[config.mk]
export PLATFORM = sky130hd
export DESIGN_NAME = csa_ram
export DESIGN_NICKNAME = d
export VERILOG_FILES = /design/src/rtl/csa_ram.sv
export SDC_FILE = /design/constraint.sdc
export NUM_CORES = 1
export LEC_CHECK = 0
export ABC_CLOCK_PERIOD_IN_PS = 2100
export BUFFER_PORTS_ARGS = -buffer_cell sky130_fd_sc_hd__buf_2
export CAP_MARGIN = 20
export CORE_UTILIZATION = 55
export CTS_CLUSTER_SIZE = 25
export DETAILED_ROUTE_END_ITERATION = 6
export PLACE_DENSITY = 0.8
export SKIP_CTS_REPAIR_TIMING = 1
export SYNTH_ARGS = -nofsm -noshare
export SYNTH_HDL_FRONTEND = slang
export SYNTH_SLANG_ARGS = --single-unit
export TNS_END_PERCENT = 5
[constraint.sdc]
create_clock -name aclk -period 2.1 [get_ports aclk]
set_input_delay 0.105 -clock aclk [delete_from_list [all_inputs] [get_ports aclk]]
set_output_delay 0.105 -clock aclk [all_outputs]
set_load 0.01 [all_outputs]
[src/rtl/csa_ram.sv]
// Generic simple dual-port RAM: one write port, one read port, registered read.
// No dependencies.
`default_nettype none

module csa_ram #(
    parameter int WIDTH = 8,
    parameter int DEPTH = 16
) (
    input  wire logic                     aclk,
    input  wire logic                     we,
    input  wire logic [$clog2(DEPTH)-1:0] waddr,
    input  wire logic [WIDTH-1:0]         wdata,
    input  wire logic                     re,
    input  wire logic [$clog2(DEPTH)-1:0] raddr,
    output logic      [WIDTH-1:0]         rdata
);

    logic [WIDTH-1:0] mem [DEPTH];

    always_ff @(posedge aclk) begin
        if (we) begin
            mem[waddr] <= wdata;
        end
        if (re) begin
            rdata <= mem[raddr];
        end
    end

endmodule

`default_nettype wire

==> results by group, run 1 <==
Drt
  – Total wire length: a little over 10000 um
  – ANT nets after route: 0
  – Vias per cell: about 5.9
  – DR pass1 iterations: 4
  – Vias: about 2600
  – Starting DRT DRC Count: 300
  – Wire per inst: about 24 um
  – Drc violations: 0

Global route
  – Vias in the first global route: about 2600
  – Initial antenna violation count: 0
  – First-pass GRT wire length: 15400 um
  – Largest net degree at the start of global routing: 33
  – Global-route usage over all layers: 0.230
  – Grt total ovfl: 0

Clock tree
  – Clock slew at reported path FFs: 0.06 ns
  – Worst-Skew Late Latency: ~0.52 ns
  – CTS H-Tree Depth: 4
  – Clk buf depth: 2
  – CTS tree: built
  – Clock sinks: between 100 and 150
  – Root buffer cell: clkbuf_8
  – Num CTS Buffers: 17

Worst setup path
  – CP Data Required Time: around 2.4 ns
  – R2R Setup Slk: around 0.57 ns
  – FF-to-FF path depth: 3
  – Critical path fanouts, max: 1
  – Reg-to-reg endpoint: rdata[6]
  – CP Launch Type: register
  – Critical path arrival: around 1.8 ns
  – Setup Crit Path Kind: register to register
  – RR Startpoint: mem[3][6]
  – Critical Path Sink Type: register

Placement
  – Placed instance count: a little under 400
  – Buffers on Ports: 26
  – GPL Wtd Cong: between 0.8 and 0.9
  – DP Wirelength: roughly 6000 um

Die
  – Io pins: 27
  – Core area: 9240 um^2
  – Die width: 99.5 um
  – Cell Rows: 35
  – Chip height: ~100 um
  – Initial Util: 0.566
  – Die Footprint: between 9000 and 10000 um^2

STA
  – Worst-Margin Slew: 0.767 ns
  – Count of final hold-check violations: 0
  – RSZ-0062 raised after global routing: false
  – Post-route clock period utilization: 0.727
  – Slew margin rel.: 0.487
  – Clock skew: around 0.0045 ns
  – Fmax: roughly 650 MHz
  – Final setup vio count: 0
  – Final Critical Period: approximately 1.5 ns
  – Setup TNS: 0 ns
  – Max-slew violation count: 0

Power and ir drop
  – Sw Pwr: roughly 1.3 mW
  – Clock share of power: 0.469
  – Int Pwr: 5.10 mW
  – Sequential share of power: 0.484
  – Maximum vdd ir drop: between 0.0006 and 0.0007 V
  – Leakage power: between 2 and 2.5 nW
  – Overall power: 6.36 mW
  – Pwr dens: ~1000 nW/um^2
  – Comb power frac: 0.047
  – Switching Share: 0.197

Outcome
  – Run status: completed

Yosys
  – Post-synth EDFFs: between 100 and 150
  – Seq/Total Area, Yosys: 0.781
  – Mean Syn Cell Area: between 20 and 25 um^2
  – Commonest cells in the netlist: edfxtp_1 (136), mux4_2 (18), a22oi_1 (16), mux4_1 (14), nor2_1 (13)
  – Synth async-reset ratio: 0
  – Share of Yosys cell area claimed by the top area cell type: 0.781
  – Top_reg_cell synth: edfxtp_1
  – Mapped Nets: ~250
  – Leading area contributor after synthesis: edfxtp_1
  – Count leader, synth: edfxtp_1
  – Gate Count Post-Synth: between 200 and 250
  – Synth cell types: 18
  – Synthesized area: ~5200 um^2
  – #FFs+latches synth: approximately 140
  – Synth warn: 0
  – Synth area leaders: edfxtp_1 (78%), mux4_2 (7.8%), mux4_1 (7.0%), a22oi_1 (2.3%), nor2_1 (0.93%)

Final layout
  – Final core utilization: 0.682
  – Area of the multi-input gates: ~1100 um^2
  – # diodes: 0
  – Layout area overhead: 20.5%
  – Fin nets: roughly 310
  – FILL cells: ~550
  – Fin cells: ~440
  – Share of cells above drive strength 1: 0.304
  – Reg area: about 4100 um^2

Min path
  – Worst Hold Path EP: mem[4][1]
  – Min-delay worst type: input port to register
  – Hold path startpoint: waddr[1]
  – Cells on Worst Hold Path: 2

Run
  – Max Cap Violations: 0
## worst max-delay path by stage
stage | start | endpoint | depth (start not counted)
6_report | mem[3][6] | rdata[6] | 3
5_1_grt | mem[0][5] | rdata[5] | 3
4_1_cts | mem[6][6] | rdata[6] | 3
3_5_place_dp | raddr[0] | rdata[6] | 5
3_3_place_gp | raddr[0] | rdata[2] | 5
2_1_floorplan | waddr[2] | mem[0][0] | 2
## cells by family after synthesis
logic type,share of synthesized area
and+or+nand+nor,0.0314
AOI/OAI and AO/OA,0.0230
DFF,0.781
buffers and inverters,0.0165
muxes,0.148
## critical path, stage by stage (launching register included)
cell and delay (ns):
edfxtp_1 0.36, mux4_2 0.49, a22oi_1 0.28, nand2_1 0.13
## metrics by stage
step           setup WS (ns)  hold slack [ns]  instance area [um^2]
2_1_floorplan          0.502            0.204                  5230
4_1_cts                0.583          -0.0744                  6200
6_report               0.573         0.000279                  6300
3_3_place_gp           0.426            0.461                  5600
5_1_grt                0.549          0.00652                  6300
3_5_place_dp           0.401            0.468                  5600
## power by group through the flow
stage / logic (mW) / registers (mW) / clock network (mW)
2_1_floorplan: 0.154 / 3.13 / 0
3_3_place_gp: 0.276 / 3.13 / 0
3_5_place_dp: 0.284 / 3.13 / 0
4_1_cts: 0.287 / 3.08 / 3.02
5_1_grt: 0.321 / 3.08 / 3.14
6_report: 0.301 / 3.08 / 2.98
## placed cells by master (no fill, tap or decap), types with 2 or more instances in the layout
| cell | Yosys | layout |
|---|---|---|
| clkinv_2 | 0 | 3 |
| clkinv_1 | 0 | 2 |
| buf_4 | 1 | 17 |
| bufinv_16 | 0 | 4 |
| nand2_1 | 9 | 9 |
| nor2_1 | 13 | 13 |
| buf_2 | 3 | 26 |
| clkinvlp_4 | 0 | 4 |
| clkbuf_16 | 0 | 16 |
| dlygate4sd3_1 | 0 | 10 |
| mux4_1 | 14 | 14 |
| a22oi_1 | 16 | 16 |
| nand2b_1 | 2 | 2 |
| buf_12 | 0 | 2 |
| mux4_2 | 18 | 18 |
| nor3_1 | 4 | 4 |
| nand3b_1 | 2 | 2 |
| edfxtp_1 | 136 | 136 |
## routing by layer
layer | up-vias | GRT usage | routed length, um
met5 | - | 0 | 0
met4 | 0 | 0.0928 | 140
met3 | 11 | 0.0513 | 704
met2 | 124 | 0.363 | 5160
met1 | 1340 | 0.316 | 4320
li1 | 1109 | - | -
## registers in the layout (all words and copies together), names as in the netlist
| register | cells |
|---|---|
| mem | 128 |
| rdata | 8 |
## area by class of cell
cell class / count / area share
clock buffers: 18 / 0.0663
multi-input cells: 83 / 0.168
clock inverters: 14 / 0.0288
repair buffers: 55 / 0.0632
well taps: 129 / 0.0256
flip-flops and latches: 136 / 0.648
No activity file was read; power rests on OpenSTA's default activity.
==> inputs of run 2 (changes only) <==
--- a/config.mk
+++ b/config.mk
@@ -5,13 +5,13 @@
 export SDC_FILE = /design/constraint.sdc
 export NUM_CORES = 1
 export LEC_CHECK = 0
-export ABC_CLOCK_PERIOD_IN_PS = 2100
+export ABC_CLOCK_PERIOD_IN_PS = 1260
 export BUFFER_PORTS_ARGS = -buffer_cell sky130_fd_sc_hd__buf_2
 export CAP_MARGIN = 20
-export CORE_UTILIZATION = 55
+export CORE_UTILIZATION = 54
 export CTS_CLUSTER_SIZE = 25
 export DETAILED_ROUTE_END_ITERATION = 6
-export PLACE_DENSITY = 0.8
+export PLACE_DENSITY = 0.81
 export SKIP_CTS_REPAIR_TIMING = 1
 export SYNTH_ARGS = -nofsm -noshare
 export SYNTH_HDL_FRONTEND = slang
==> constraint.sdc (replaced) <==
create_clock -name aclk -period 1.26 [get_ports aclk]
set_input_delay 0.063 -clock aclk [delete_from_list [all_inputs] [get_ports aclk]]
set_output_delay 0.063 -clock aclk [all_outputs]
set_load 0.01 [all_outputs]
==> run 2 against run 1 <==
Net effect: the flow now finishes with violations (setup timing); power up 63%; clock power up 58%; worst hold slack better by 0.12 ns; utilization down 0.13 points; routed wire length about the same; clock-buffer cell count shrank 1; sequential share of layout area fell by 0.49 points; non-clock buffer count increased by 5; largest power group unchanged; critical endpoint is now rdata[7]; global-route usage fell by 0.51 points.
==> results by group, run 2 (same netlist as run 1, synthesis figures left out) <==
Worst setup path
  – CP Data Required Time: 1.51 ns (-0.84 ns)
  – R2R Setup Slk: -0.19 ns (-0.77 ns)
  – Setup Crit Path Kind: register to register
  – Critical path fanouts, max: 1 (unchanged)
  – CP Launch Point: mem[1][7]
  – FF-to-FF path depth: 3 (unchanged)
  – Crit path largest cell delay: 0.51 ns (+0.02 ns)
  – CP Launch Type: register
  – Critical Path Sink Type: register
  – Reg-to-reg endpoint: rdata[7]
  – Critical path arrival: 1.70 ns (-0.08 ns)
  – RR Startpoint: mem[1][7]
  – Crit-path cells: mux4_2 -> a22oi_2 -> nand2_1
  – Slowest CP cell: mux4_2

Final layout
  – Final Instance Area: 6350 um^2 (+0.75%)
  – Most common cell after layout, fill and taps aside: edfxtp_1
  – Fin cells: 439 (+0.92%)
  – # diodes: 0 (unchanged)
  – Area of the multi-input gates: 1070 um^2 (+1.3%)
  – Final core utilization: 0.680 (-0.00130)
  – Fin nets: 317 (+1.6%)
  – Biggest regs: mem (128), rdata (8)
  – FILL cells: 581 (+5.4%)
  – Share of cells above drive strength 1: 0.390 (+0.0864)
  – Layout area overhead: 21.4%
  – Commonest cells after routing, fill and taps aside: edfxtp_1 (136), mux4_2 (29), buf_2 (26), buf_4 (21), clkbuf_16 (16)
  – Largest register by flop count: mem
  – Reg area: 4080 um^2 (unchanged)
  – Max reg flops: 128 (unchanged)

Clock tree
  – CTS H-Tree Depth: 4 (unchanged)
  – Clock sinks: 136 (unchanged)
  – Num CTS Buffers: 17 (unchanged)
  – Root buffer cell: clkbuf_8
  – Worst-Skew Late Latency: 0.50 ns (-0.02 ns)
  – Clock slew at reported path FFs: 0.06 ns (about the same)
  – Clk buf depth: 2 (unchanged)
  – CTS tree: built

Die
  – Initial Util: 0.560 (-0.00531)
  – Die Footprint: 10100 um^2 (+1.8%)
  – Chip height: 100 um (+0.90%)
  – Die width: 100 um (+0.90%)
  – Core area: 9330 um^2 (+0.95%)
  – Io pins: 27 (unchanged)
  – Cell Rows: 35 (unchanged)

Global route
  – Vias in the first global route: 2622 (+0.81%)
  – Global-route usage over all layers: 0.224 (-0.00513)
  – Largest net degree at the start of global routing: 20 (-39%)
  – Grt total ovfl: 0 (unchanged)
  – First-pass GRT wire length: 15500 um (+0.58%)
  – Initial antenna violation count: 0 (unchanged)

STA
  – Setup TNS: -1.12 ns (-1.12 ns)
  – Count of final hold-check violations: 0 (unchanged)
  – Post-route clock period utilization: 1.15 (+0.426)
  – Worst-Margin Slew: 0.993 ns (+0.226 ns)
  – Fin Hold WS: 0.123 ns (+0.123 ns)
  – Fmax: 688 MHz (+5.1%)
  – Final setup vio count: 8 (+8)
  – Max-slew violation count: 0 (unchanged)
  – Slew margin rel.: 0.337 (-0.150)
  – Clock skew: 0.0107 ns (+0.00616 ns)
  – RSZ-0062 raised after global routing: true
  – Final Critical Period: 1.45 ns (-0.0742 ns)
  – Final worst slack: -0.193 ns (-0.766 ns)

Drt
  – Vias per cell: 5.90 (-0.68%)
  – Total wire length: 10300 um (about the same)
  – ANT nets after route: 0 (unchanged)
  – Starting DRT DRC Count: 206 (-31%)
  – Drc violations: 0 (unchanged)
  – DR pass1 iterations: 4 (unchanged)
  – Wire per inst: 23.5 um (-0.94%)
  – Vias: 2590 (+0.23%)

Placement
  – DP Worst Slack: -0.364 ns (-0.765 ns)
  – GPL Wtd Cong: 0.735 (-8.5%)
  – Area after DPL: 5650 um^2 (+0.87%)
  – Placed instance count: 399 (+1.5%)
  – Buffers on Ports: 26 (unchanged)
  – DP Wirelength: 6260 um (+1.7%)

Min path
  – Hold path startpoint: waddr[0]
  – Worst Hold Path EP: mem[0][3]
  – Cells on Worst Hold Path: 3 (+1)
  – Min-delay worst type: input port to register

Outcome
  – Failing checks: setup timing
  – Run status: finished with violations

Power and ir drop
  – Leakage power: 2.12 nW (-1.1%)
  – Maximum vdd ir drop: 0.00101 V (+51%)
  – Overall power: 10.4 mW (+63%)
  – Pwr dens: 1640 nW/um^2 (+62%)

Run
  – Max Cap Violations: 0 (unchanged)
-- run 2: changes by cell type in the layout (fill, tap and decap cells not counted), moves of 2 or more --
cell | before | now
mux4_1 | 14 | 3
mux4_2 | 18 | 29
a22oi_1 | 16 | 6
a22oi_2 | 0 | 10
buf_4 | 17 | 21
buf_12 | 2 | 4
-- run 2: worst max-delay path: cells and delay by family (launching register included) --
family	cells	cell delay, ns
compound gates	1	0.21
simple gates	1	0.08
flops	1	0.40
mux	1	0.51
-- run 2: final cells by class --
class | count | share of cell area
tap | 129 | 0.0254
multi-input combinational | 83 | 0.169
sequential | 136 | 0.643
clock buffer | 17 | 0.0652
timing repair buffer | 60 | 0.0721
clock inverter | 14 | 0.0250
-- run 2: metal layers --
| metal | vias up | wire length, um | global-route usage |
|---|---|---|---|
| met5 | - | 0 | 0 |
| met4 | 0 | 213 | 0.0970 |
| met3 | 16 | 706 | 0.0460 |
| met2 | 119 | 5120 | 0.349 |
| met1 | 1347 | 4280 | 0.314 |
| li1 | 1108 | - | - |
-- run 2: worst max path at each step --
stage	end
6_report	rdata[7]
5_1_grt	rdata[7]
4_1_cts	rdata[3]
3_5_place_dp	rdata[3]
3_3_place_gp	rdata[0]
2_1_floorplan	mem[3][0]
-- run 2: power by group --
part / switching, mW / internal (mW) / leakage (nW)
Combinational: 0.294 / 0.252 / 0.618
Sequential: 0.0309 / 5.10 / 1.24
Clock: 1.74 / 2.97 / 0.266
