`src/rtl/csa_pkg.sv`:
```
// Shared constants for the coalescing segregated allocator.
// Default arena geometry, transaction field widths, command and status codes.
// No dependencies.
`default_nettype none

package csa_pkg;

    // default arena geometry
    localparam int PAGE_BYTES_DEF   = 4096;
    localparam int NUM_BINS_DEF     = 16;
    localparam int NUM_PAGES_DEF    = 8;
    localparam int HEADER_BYTES_DEF = 16;
    localparam int FOOTER_BYTES_DEF = 8;

    // transaction field widths
    localparam int REQ_W    = 16;
    localparam int ADDR_IO_W = 16;
    localparam int STATUS_W = 2;

    // commands
    localparam logic CMD_ALLOC = 1'b0;
    localparam logic CMD_FREE  = 1'b1;

    // result status codes
    localparam logic [STATUS_W-1:0] ST_OK       = 2'd0;
    localparam logic [STATUS_W-1:0] ST_TOO_BIG  = 2'd1;
    localparam logic [STATUS_W-1:0] ST_NO_FIT   = 2'd2;
    localparam logic [STATUS_W-1:0] ST_BAD_FREE = 2'd3;

endpackage

`default_nettype wire

```
`src/rtl/csa_clear.sv`:
```
// Post-reset sweep of the tag and bin-head memories.
// Writes one tag entry per cycle and, in parallel, one bin head per cycle.
// Depends on csa_pkg (default geometry).
`default_nettype none

module csa_clear
    import csa_pkg::*;
#(
    parameter int PAGE_BYTES   = PAGE_BYTES_DEF,
    parameter int NUM_BINS     = NUM_BINS_DEF,
    parameter int NUM_PAGES    = NUM_PAGES_DEF,
    parameter int HEADER_BYTES = HEADER_BYTES_DEF,
    parameter int FOOTER_BYTES = FOOTER_BYTES_DEF,
    localparam int SPAN   = HEADER_BYTES + PAGE_BYTES + FOOTER_BYTES,
    localparam int ARENA  = NUM_PAGES * SPAN,
    localparam int ADDR_W = $clog2(ARENA),
    localparam int SIZE_W = $clog2(SPAN + 1),
    localparam int NHEAD  = NUM_PAGES * NUM_BINS,
    localparam int HIDX_W = $clog2(NHEAD),
    localparam int TAG_W  = 4 + 2 * SIZE_W + 2 * ADDR_W,
    localparam int HEAD_W = 1 + ADDR_W
) (
    input  wire logic              aclk,
    input  wire logic              aresetn,
    output logic                   busy,
    output logic                   tag_we,
    output logic [ADDR_W-1:0]      tag_waddr,
    output logic [TAG_W-1:0]       tag_wdata,
    output logic                   head_we,
    output logic [HIDX_W-1:0]      head_waddr,
    output logic [HEAD_W-1:0]      head_wdata
);

    localparam int BIN_W  = $clog2(NUM_BINS);
    localparam int HCNT_W = $clog2(NHEAD + 1);

    typedef struct packed {
        logic              f_start;
        logic              f_alloc;
        logic              f_next;
        logic              f_prev;
        logic [SIZE_W-1:0] size;
        logic [ADDR_W-1:0] next;
        logic [ADDR_W-1:0] prev;
        logic [SIZE_W-1:0] foot;
    } tag_t;

    typedef struct packed {
        logic              valid;
        logic [ADDR_W-1:0] addr;
    } head_t;

    function automatic int whole_bin(input int sz);
        int b;
        int s;
        b = 0;
        s = sz;
        while (s > 1) begin
            s = s / 2;
            b++;
        end
        if (b > NUM_BINS - 1) begin
            b = NUM_BINS - 1;
        end
        return b;
    endfunction

    localparam int WHOLE_BIN = whole_bin(SPAN);

    logic              busy_reg,  busy_next;
    logic [ADDR_W-1:0] cnt_reg,   cnt_next;
    logic [SIZE_W-1:0] off_reg,   off_next;
    logic [HCNT_W-1:0] hcnt_reg,  hcnt_next;
    logic [BIN_W-1:0]  hbin_reg,  hbin_next;
    logic [ADDR_W-1:0] hbase_reg, hbase_next;

    tag_t  tw;
    head_t hw;

    // sweep counters
    always_comb begin
        busy_next  = busy_reg;
        cnt_next   = cnt_reg;
        off_next   = off_reg;
        hcnt_next  = hcnt_reg;
        hbin_next  = hbin_reg;
        hbase_next = hbase_reg;
        if (busy_reg) begin
            cnt_next = cnt_reg + 1'b1;
            if (cnt_reg == ADDR_W'(ARENA - 1)) begin
                busy_next = 1'b0;
            end
            if (off_reg == SIZE_W'(SPAN - 1)) begin
                off_next = '0;
            end else begin
                off_next = off_reg + 1'b1;
            end
            if (hcnt_reg != HCNT_W'(NHEAD)) begin
                hcnt_next = hcnt_reg + 1'b1;
                if (hbin_reg == BIN_W'(NUM_BINS - 1)) begin
                    hbin_next  = '0;
                    hbase_next = hbase_reg + ADDR_W'(SPAN);
                end else begin
                    hbin_next = hbin_reg + 1'b1;
                end
            end
        end
    end

    always_ff @(posedge aclk) begin
        if (!aresetn) begin
            busy_reg  <= 1'b1;
            cnt_reg   <= '0;
            off_reg   <= '0;
            hcnt_reg  <= '0;
            hbin_reg  <= '0;
            hbase_reg <= '0;
        end else begin
            busy_reg  <= busy_next;
            cnt_reg   <= cnt_next;
            off_reg   <= off_next;
            hcnt_reg  <= hcnt_next;
            hbin_reg  <= hbin_next;
            hbase_reg <= hbase_next;
        end
    end

    // page base holds one free whole-page block; its footer holds the span
    always_comb begin
        tw = '0;
        if (off_reg == '0) begin
            tw.f_start = 1'b1;
            tw.size    = SIZE_W'(SPAN);
        end else if (off_reg == SIZE_W'(SPAN - FOOTER_BYTES)) begin
            tw.foot = SIZE_W'(SPAN);
        end
        hw = '0;
        if (hbin_reg == BIN_W'(WHOLE_BIN)) begin
            hw.valid = 1'b1;
            hw.addr  = hbase_reg;
        end
    end

    assign busy       = busy_reg;
    assign tag_we     = busy_reg;
    assign tag_waddr  = cnt_reg;
    assign tag_wdata  = tw;
    assign head_we    = busy_reg && (hcnt_reg != HCNT_W'(NHEAD));
    assign head_waddr = hcnt_reg[HIDX_W-1:0];
    assign head_wdata = hw;

endmodule

`default_nettype wire

```
`config.mk`:
```
export PLATFORM = sky130hd
export DESIGN_NAME = csa_clear
export DESIGN_NICKNAME = d
export VERILOG_FILES = /design/src/rtl/csa_pkg.sv /design/src/rtl/csa_clear.sv
export SDC_FILE = /design/constraint.sdc
export NUM_CORES = 1
export LEC_CHECK = 0
export BUFFER_PORTS_ARGS = -buffer_cell sky130_fd_sc_hd__buf_2
export CORE_MARGIN = 5
export CORE_UTILIZATION = 40
export CTS_BUF_LIST = sky130_fd_sc_hd__clkbuf_8 sky130_fd_sc_hd__clkbuf_16
export DETAILED_ROUTE_END_ITERATION = 8
export HOLD_SLACK_MARGIN = 0.1
export PLACE_DENSITY = 0.68
export SKIP_LAST_GASP = 1
export SYNTH_ARGS = -nofsm -noshare
export SYNTH_HDL_FRONTEND = slang
export SYNTH_SLANG_ARGS = --single-unit
```
`constraint.sdc`:
```
create_clock -name aclk -period 2.5 [get_ports aclk]
set_clock_uncertainty 0.2 [all_clocks]
set_input_delay 0.375 -clock aclk [delete_from_list [all_inputs] [get_ports aclk]]
set_output_delay 0.375 -clock aclk [all_outputs]
set_load 0.02 [all_outputs]
```
==> flow_metrics.env, run 1 <==
export IMPL_holdCritStartpoint="aresetn"
export IMPL_holdBufCountCts=0
export IMPL_drv_cap=0
export IMPL_finalMaxSlewViolations=0
export IMPL_drive_gt1_share_pct=18.18
export IMPL_status="finished, violations left"
export IMPL_rows=33
export IMPL_antenna_cells=0
export IMPL_rsz0062_at_grt="yes"
export IMPL_syn_inst=386
export IMPL_r2r_cells=7
export IMPL_grt_overflow_total=0
export IMPL_io_buffers=48
export IMPL_numCtsBuffers=5
export IMPL_gp_congestion=0.8278
export IMPL_synth_seq_cells=55
export IMPL_via_per_inst=4.764
export IMPL_vias=2544
export IMPL_finalCriticalPeriod_ns=2.795
export IMPL_clock_root_buffer="clkbuf_8"
export IMPL_mostFrequentLayoutCell="conb_1"
export IMPL_min_path_type="in -> reg"
export IMPL_grt_pass1_wl_mm=10.35
export IMPL_fmax_mhz=357.8
export IMPL_hpwl_mm=4.965
export IMPL_clockBufferDepth=2
export IMPL_leakage_uw=0.001545
export IMPL_synth_seq_area_share_pct=33.66
export IMPL_fp_dieW_um=100.4
export IMPL_critPathLaunch="off_reg[8]"
export IMPL_ys_types=45
export IMPL_pre_cts_slack_ns=0.03835
export IMPL_grt_max_degree=18
export IMPL_cts_tree="yes"
export IMPL_core_um2=8093
export IMPL_htree_num_levels=2
export IMPL_area_growth_pct=7.192
export IMPL_hold_ws_ns=0.2609
export IMPL_clock_sinks=55
export IMPL_dieHeight_um=100.4
export IMPL_critical_path_endpoint_type="primary output"
export IMPL_ios=107
export IMPL_drtIter0Drc=85
export IMPL_synth_edf_count=0
export IMPL_cp_arrival_ns=2.22
export IMPL_drc=0
export IMPL_setup_viol=7
export IMPL_globalRouteTotalUtil_pct=12.28
export IMPL_path_clk_slew_ns=0.10
export IMPL_largest_register_ffs=16
export IMPL_worst_endpoint_required_ns=1.92
export IMPL_final_core_util_pct=43.32
export IMPL_insertion_delay_ns=0.31
export IMPL_finalHoldViolCount=0
export IMPL_nNetsFinal=438
export IMPL_layout_common_cells="conb_1 (58), dfxtp_1 (54), buf_2 (45)"
export IMPL_avgSynthCellArea_um2=8.473
export IMPL_totalNegativeSetupSlack_ns=-1.855
export IMPL_crit_fanout=4
export IMPL_max_slew_margin_pct=61.04
export IMPL_finalWirelength_mm=6.499
export IMPL_tightest_slew_ns=0.5790
export IMPL_power_per_cell_area_nw_per_um2=476.0
export IMPL_antenna_found_initial=0
export IMPL_first_pass_iters=4
export IMPL_start_util_pct=40.41
export IMPL_r2r_start="hcnt_reg[1]"
export IMPL_r2r_end="hbase_reg[10]"
export IMPL_min_path_cells=3
export IMPL_synth_cell_area_um2=3271
export IMPL_antenna_left=0
export IMPL_synth_warnings=0
export IMPL_dieArea_um2=10090
export IMPL_async_flop_share_pct=0
export IMPL_setup_ws_ns=-0.2952
export IMPL_synth_main_ff_cell="dfxtp_1"
export IMPL_hold_path_endpoint="busy"
export IMPL_wl_per_cell_um=12.17
export IMPL_grt_pass1_vias=2267
export IMPL_violations="setup timing"
export IMPL_crit_path_start_kind="flop"
export IMPL_ir_drop_mv=0.2856
export IMPL_crit_type="reg -> out"
export IMPL_r2r_slack_ns=0.40
export IMPL_fin_crit_sh_pct=111.8
-- cell usage after synthesis (all sizes together) (2+ instances only) --
| library cell | instances | area [µm²] |
|---|---|---|
| o21ai | 6 | 33.78 |
| mux2i | 8 | 80.08 |
| dfxtp | 55 | 1101 |
| clkbuf | 7 | 26.28 |
| o31ai | 7 | 52.55 |
| buf | 77 | 570.5 |
| xnor2 | 15 | 131.4 |
| nor3 | 9 | 45.04 |
| a41oi | 2 | 17.52 |
| and3 | 6 | 37.54 |
| a21oi | 10 | 50.05 |
| xor2 | 15 | 131.4 |
| o21a | 4 | 30.03 |
| ha | 8 | 100.1 |
| nor2 | 38 | 142.6 |
| nor4 | 6 | 37.54 |
| and4 | 7 | 61.31 |
| and2 | 14 | 87.58 |
| nor4b | 2 | 23.77 |
| nand3 | 15 | 75.07 |
| inv | 13 | 48.80 |
| nand2 | 19 | 71.32 |
| nand4 | 12 | 75.07 |
| or4 | 7 | 52.55 |
| or3 | 2 | 12.51 |
| o31a | 2 | 17.52 |
| or4b | 2 | 23.77 |
| nand2b | 5 | 31.28 |
| o211ai | 2 | 15.01 |
| o41ai | 2 | 17.52 |
-- report_power, final --
part           internal (µW)  switching [µW]  total (µW)
logic                   57.4             161         218
registers                892            20.0         912
clock network            250             288         538
-- logic make-up after synthesis --
family,Yosys count,share of synthesized area (%)
and+or+nand+nor,147,24.60
other,1,0.1147
adders and majority gates,8,3.061
AOI/OAI and AO/OA,38,7.881
muxes,9,2.793
xor gates and xnor gates,30,8.034
buffers and inverters,98,19.85
DFF,55,33.67
-- stage by stage --
| stage | area, µm² | cells | total power [µW] |
|---|---|---|---|
| after CTS | 3473 | 533 | 1685 |
| after global placement | 3371 | 525 | 1140 |
| after floorplan | 3498 | 443 | 1183 |
| after detailed placement | 3371 | 525 | 1146 |
| final | 3506 | 534 | 1669 |
| after global routing | 3506 | 534 | 1753 |
-- worst max path at each step --
stage                     cells past startpoint  slack (ns)       endpoint
after floorplan                               4       -0.12  tag_wdata[49]
after global placement                        4        0.08  tag_wdata[49]
after detailed placement                      4        0.04  tag_wdata[57]
after CTS                                     4       -0.32  tag_wdata[57]
after global routing                          4       -0.39  tag_wdata[48]
final                                         4       -0.30  tag_wdata[57]
-- critical path, cell delays in order (launching register included) --
cell and delay [ns]:
dfxtp_2 0.33, or4_4 0.54, or4b_4 0.55, nor4b_4 0.27, buf_2 0.22
-- what timing repair did --
item / in CTS / in global routing
gates resized for setup: 1 / 8
endpoints found under the setup margin: 7 / 8
buffers inserted: 0 / 1
pin swaps: 0 / 1
cloned: 0 / 0
-- area by class of cell --
class | count | area [µm²]
clock buffers | 7 | 96.34
clock inverters | 1 | 3.754
fillers | 832 | 4587
inverters | 14 | 52.55
multi-input cells | 290 | 1755
flip-flops and latches | 55 | 1102
well taps | 105 | 131.4
repair buffers | 62 | 364.1
-- layer usage --
metal	track usage, %	wire [µm]
met5	0	0
met4	2.902	60
met3	2.988	398
met2	21.10	3144
met1	15.49	2896
(Power assumes the default switching activity.)
==> run 2, diff against run 1 <==
--- a/config.mk
+++ b/config.mk
@@ -6,13 +6,13 @@
 export NUM_CORES = 1
 export LEC_CHECK = 0
 export BUFFER_PORTS_ARGS = -buffer_cell sky130_fd_sc_hd__buf_2
+export CORE_ASPECT_RATIO = 1.1
 export CORE_MARGIN = 5
 export CORE_UTILIZATION = 40
 export CTS_BUF_LIST = sky130_fd_sc_hd__clkbuf_8 sky130_fd_sc_hd__clkbuf_16
 export DETAILED_ROUTE_END_ITERATION = 8
 export HOLD_SLACK_MARGIN = 0.1
 export PLACE_DENSITY = 0.68
-export SKIP_LAST_GASP = 1
 export SYNTH_ARGS = -nofsm -noshare
 export SYNTH_HDL_FRONTEND = slang
 export SYNTH_SLANG_ARGS = --single-unit
==> run 2 against run 1 <==
The run still ends with setup timing left. Non-clock buffer count fell by 1. Sequential power hardly changed. Worst setup slack improved by 0.028 ns. Via count hardly changed. Critical path type unchanged. Critical endpoint unchanged. Largest cell class unchanged. Highest routed layer unchanged.
==> flow_metrics.env, run 2 (synthesis results as in run 1) <==
export IMPL_cp_arrival_ns=2.19
export IMPL_insertion_delay_ns=0.31
export IMPL_antenna_left=0
export IMPL_finalHoldViolCount=0
export IMPL_placed_cell_area_um2=3367
export IMPL_drive_gt1_share_pct=18.46
export IMPL_crit_path_max_incr_delay_ns=0.55
export IMPL_numCtsBuffers=5
export IMPL_crit_path_start_kind="flop"
export IMPL_fin_area_um2=3503
export IMPL_drtIter0Drc=71
export IMPL_violations="setup timing"
export IMPL_first_pass_iters=4
export IMPL_hold_ws_ns=0.2722
export IMPL_setup_ws_ns=-0.2668
export IMPL_leakage_uw=0.001532
export IMPL_htree_num_levels=2
export IMPL_ios=107
export IMPL_grt_pass1_vias=2287
export IMPL_setup_viol=7
export IMPL_layout_common_cells="conb_1 (58), dfxtp_1 (53), buf_2 (45)"
export IMPL_dieArea_um2=10090
export IMPL_via_per_inst=4.743
export IMPL_path_cells="or4_4, or4b_4, nor4b_4, buf_2"
export IMPL_core_um2=7955
export IMPL_p_total_uw=1630
export IMPL_grt_overflow_total=0
export IMPL_mostFrequentLayoutCell="conb_1"
export IMPL_stdcell_count=536
export IMPL_holdBufCountCts=0
export IMPL_wl_per_cell_um=11.98
export IMPL_dp_cells=527
export IMPL_grt_pass1_wl_mm=10.45
export IMPL_hpwl_mm=4.879
export IMPL_io_buffers=48
export IMPL_cpMaxStageDelayCell="or4b_4"
export IMPL_drc=0
export IMPL_pre_cts_slack_ns=0.05890
export IMPL_fmax_mhz=361.4
export IMPL_largest_register_ffs=16
export IMPL_crit_type="reg -> out"
export IMPL_finalCriticalPeriod_ns=2.767
export IMPL_drv_cap=0
export IMPL_dieHeight_um=104.8
export IMPL_vias=2542
export IMPL_clock_sinks=55
export IMPL_antenna_found_initial=0
export IMPL_worst_endpoint_required_ns=1.92
export IMPL_power_per_cell_area_nw_per_um2=465.2
export IMPL_tightest_slew_ns=0.6130
export IMPL_gp_congestion=0.8123
export IMPL_clockBufferDepth=2
export IMPL_rows=34
export IMPL_ir_drop_mv=0.2471
export IMPL_rsz0062_at_grt="yes"
export IMPL_start_util_pct=41.11
export IMPL_min_path_type="in -> reg"
export IMPL_path_clk_slew_ns=0.10
export IMPL_area_growth_pct=7.116
export IMPL_antenna_cells=0
export IMPL_finalMaxSlewViolations=0
export IMPL_cts_tree="yes"
export IMPL_crit_fanout=4
export IMPL_nNetsFinal=437
export IMPL_fp_dieW_um=96.22
export IMPL_clock_root_buffer="clkbuf_8"
export IMPL_grt_max_degree=19
export IMPL_fin_crit_sh_pct=110.7
export IMPL_finalWirelength_mm=6.420
export IMPL_status="finished, violations left"
export IMPL_critical_path_endpoint_type="primary output"
export IMPL_globalRouteTotalUtil_pct=12.47
export IMPL_max_slew_margin_pct=58.60
-- run 2: power by group --
group	leakage, µW	switching, µW	internal (µW)
clock network	0.0000443	301	201
logic	0.00104	158	55.7
registers	0.000446	21.6	892
-- run 2: per-layer routing --
metal | vias to the layer above | track usage, % | share of wire (%)
li1 | 1290 | - | -
met1 | 1183 | 15.09 | 44
met2 | 65 | 22.30 | 50
met3 | 4 | 2.516 | 5.6
met4 | 0 | 2.744 | 0.75
met5 | - | 0 | 0
-- run 2: final cells by class --
| class | count | area [µm²] |
|---|---|---|
| fillers | 798 | 4452 |
| multi-input cells | 290 | 1762 |
| flip-flops and latches | 55 | 1104 |
| repair buffers | 61 | 356.6 |
| well taps | 108 | 135.1 |
| clock buffers | 5 | 68.82 |
| inverters | 14 | 52.55 |
| clock inverters | 3 | 25.02 |
-- run 2: worst paths after layout --
kind / startpoint / to / slack [ns] / cells after the start
min: aresetn / busy / 0.27 / 3
max reg2reg: hcnt_reg[1] / hbase_reg[10] / 0.24 / 7
min reg2reg: hbase_reg[15] / hbase_reg[15] / 0.29 / 2
max: off_reg[8] / tag_wdata[57] / -0.27 / 4
-- run 2: stage by stage --
step	utilization, %	TNS [ns]
final	44.04	-1.653
after global routing	44.04	-2.196
after CTS	43.94	-1.889
after detailed placement	42.32	0
after global placement	42.32	0
after floorplan	-	-0.5097
-- run 2: critical path, delay by kind of cell, from the launching register on --
family	cells	cell delay (ns)
buffers and inverters	1	0.22
flip-flops	1	0.33
AND/OR/NAND/NOR	3	1.35
-- run 2: timing repair --
item,CTS,global route
buffers inserted,1,0
resized for setup,9,2
setup endpoints to repair,8,8
pin swaps,0,1
==> run 3, diff against run 2 <==
--- a/config.mk
+++ b/config.mk
@@ -7,7 +7,6 @@
 export LEC_CHECK = 0
 export BUFFER_PORTS_ARGS = -buffer_cell sky130_fd_sc_hd__buf_2
 export CORE_ASPECT_RATIO = 1.1
-export CORE_MARGIN = 5
 export CORE_UTILIZATION = 40
 export CTS_BUF_LIST = sky130_fd_sc_hd__clkbuf_8 sky130_fd_sc_hd__clkbuf_16
 export DETAILED_ROUTE_END_ITERATION = 8
==> run 3 against run 2 <==
The run still ends with setup timing left. Flip-flop and latch count did not move. Critical path depth unchanged. Clock power is 2% higher. Wire length is 8.2% lower. Register-to-register slack improved by 0.18 ns. Global-route usage increased by 1.6 points. Final cell count did not move. Sequential share of layout area is essentially flat. Worst setup slack better by 0.0034 ns. First-iteration DRC count up 63%. Combinational power barely moved. Critical endpoint is now tag_wdata[61]. Highest routed layer unchanged.
==> flow_metrics.env, run 3 (synthesis results as in run 1) <==
export IMPL_fin_crit_sh_pct=110.5
export IMPL_maxUsedRoutingLayer="met4"
export IMPL_antenna_found_initial=0
export IMPL_drv_cap=0
export IMPL_antenna_left=0
export IMPL_grt_max_degree=18
export IMPL_fmax_mhz=361.9
export IMPL_finalCriticalPeriod_ns=2.763
export IMPL_finalMaxSlewViolations=0
export IMPL_first_pass_iters=4
export IMPL_core_um2=7913
export IMPL_finalWirelength_mm=5.892
export IMPL_totalNegativeSetupSlack_ns=-1.633
export IMPL_setup_ws_ns=-0.2634
export IMPL_hpwl_mm=4.359
export IMPL_vias=2576
export IMPL_grt_pass1_wl_mm=9.770
export IMPL_nNetsFinal=437
export IMPL_finalHoldViolCount=0
export IMPL_crit_fanout=4
export IMPL_tightest_slew_ns=0.6526
export IMPL_p_total_uw=1638
export IMPL_cp_arrival_ns=2.19
export IMPL_clock_sinks=55
export IMPL_cts_tree="yes"
export IMPL_placed_cell_area_um2=3367
export IMPL_insertion_delay_ns=0.30
export IMPL_clockBufferDepth=2
export IMPL_globalRouteTotalUtil_pct=14.10
export IMPL_io_buffers=48
export IMPL_layout_common_cells="conb_1 (58), dfxtp_1 (53), buf_2 (45)"
export IMPL_setup_viol=7
export IMPL_holdBufCountCts=0
export IMPL_fp_dieW_um=88.22
export IMPL_wl_per_cell_um=10.99
export IMPL_status="finished, violations left"
export IMPL_crit_type="reg -> out"
export IMPL_drtIter0Drc=116
export IMPL_largest_register_ffs=16
export IMPL_clock_root_buffer="clkbuf_8"
export IMPL_drive_gt1_share_pct=18.22
export IMPL_hold_ws_ns=0.2603
export IMPL_worst_endpoint_required_ns=1.92
export IMPL_path_clk_slew_ns=0.10
export IMPL_gp_congestion=0.7697
export IMPL_area_growth_pct=7.154
export IMPL_max_slew_margin_pct=56.09
export IMPL_wl_met1_mm=2.758
export IMPL_fin_area_um2=3505
export IMPL_via_per_inst=4.806
export IMPL_dieArea_um2=8543
export IMPL_drc=0
export IMPL_rows=34
export IMPL_power_per_cell_area_nw_per_um2=467.4
export IMPL_crit_path_start_kind="flop"
export IMPL_ir_drop_mv=0.2787
export IMPL_grt_overflow_total=0
export IMPL_wl_met3_um=281
export IMPL_ios=107
export IMPL_violations="setup timing"
export IMPL_dieHeight_um=96.84
export IMPL_mostFrequentLayoutCell="conb_1"
export IMPL_antenna_cells=0
export IMPL_critical_path_endpoint_type="primary output"
export IMPL_numCtsBuffers=5
export IMPL_leakage_uw=0.001539
export IMPL_htree_num_levels=2
export IMPL_grt_pass1_vias=2141
export IMPL_routed_wl_met2_mm=2.803
export IMPL_start_util_pct=41.33
export IMPL_rsz0062_at_grt="yes"
export IMPL_min_path_type="in -> reg"
run 3: changes by cell type in the layout (fill, tap and decap cells not counted):
cell        previous run  this run
clkbuf_8               5         6
clkinv_4               2         1
clkinvlp_4             1         0
inv_1                 13        14
run 3: final cells by class:
class                   count  area (µm²)
clock buffers               6       82.58
well taps                 108       135.1
fillers                   821        4408
clock inverters             2       12.51
flip-flops and latches     55        1104
repair buffers             61       356.6
inverters                  14       52.55
multi-input cells         290        1762
run 3: per-stage QoR:
stage / setup slack, ns / instances / util [%]
floorplan: -0.1200 / 443 / -
global placement: 0.07920 / 527 / 42.55
detailed placement: 0.06093 / 527 / 42.55
CTS: -0.2830 / 535 / 43.80
global route: -0.3540 / 536 / 44.29
finish: -0.2634 / 536 / 44.29
run 3: timing repair:
item | CTS | global route
setup endpoints to repair | 8 | 8
gates resized for setup | 2 | 9
cloned | 0 | 0
pin swaps | 0 | 2
setup buffers | 0 | 1
run 3: power by group:
group          internal [µW]  total (µW)  switching (µW)
logic                   54.8         211             156
registers                892         915            22.3
clock network            224         513             289
total                   1170        1640             467
run 3: worst max-delay path: stages (launching register included):
cell,delay (ns)
dfxtp_2,0.33
or4_4,0.53
or4b_4,0.55
nor4b_4,0.27
buf_2,0.22
run 3: worst paths after layout:
path	from	endpoint	slack [ns]	depth (start not counted)
worst max-delay path	off_reg[8]	tag_wdata[61]	-0.26	4
worst min-delay path	aresetn	busy	0.26	3
worst max register to register	busy	tag_waddr[15]	0.42	5
worst min register to register	hbase_reg[15]	hbase_reg[15]	0.28	2
run 3: routing by layer:
metal	global-route usage [%]	vias to the layer above
met3	2.986	5
met2	23.02	79
met4	3.722	0
met1	18.63	1202
li1	-	1290
met5	0	-
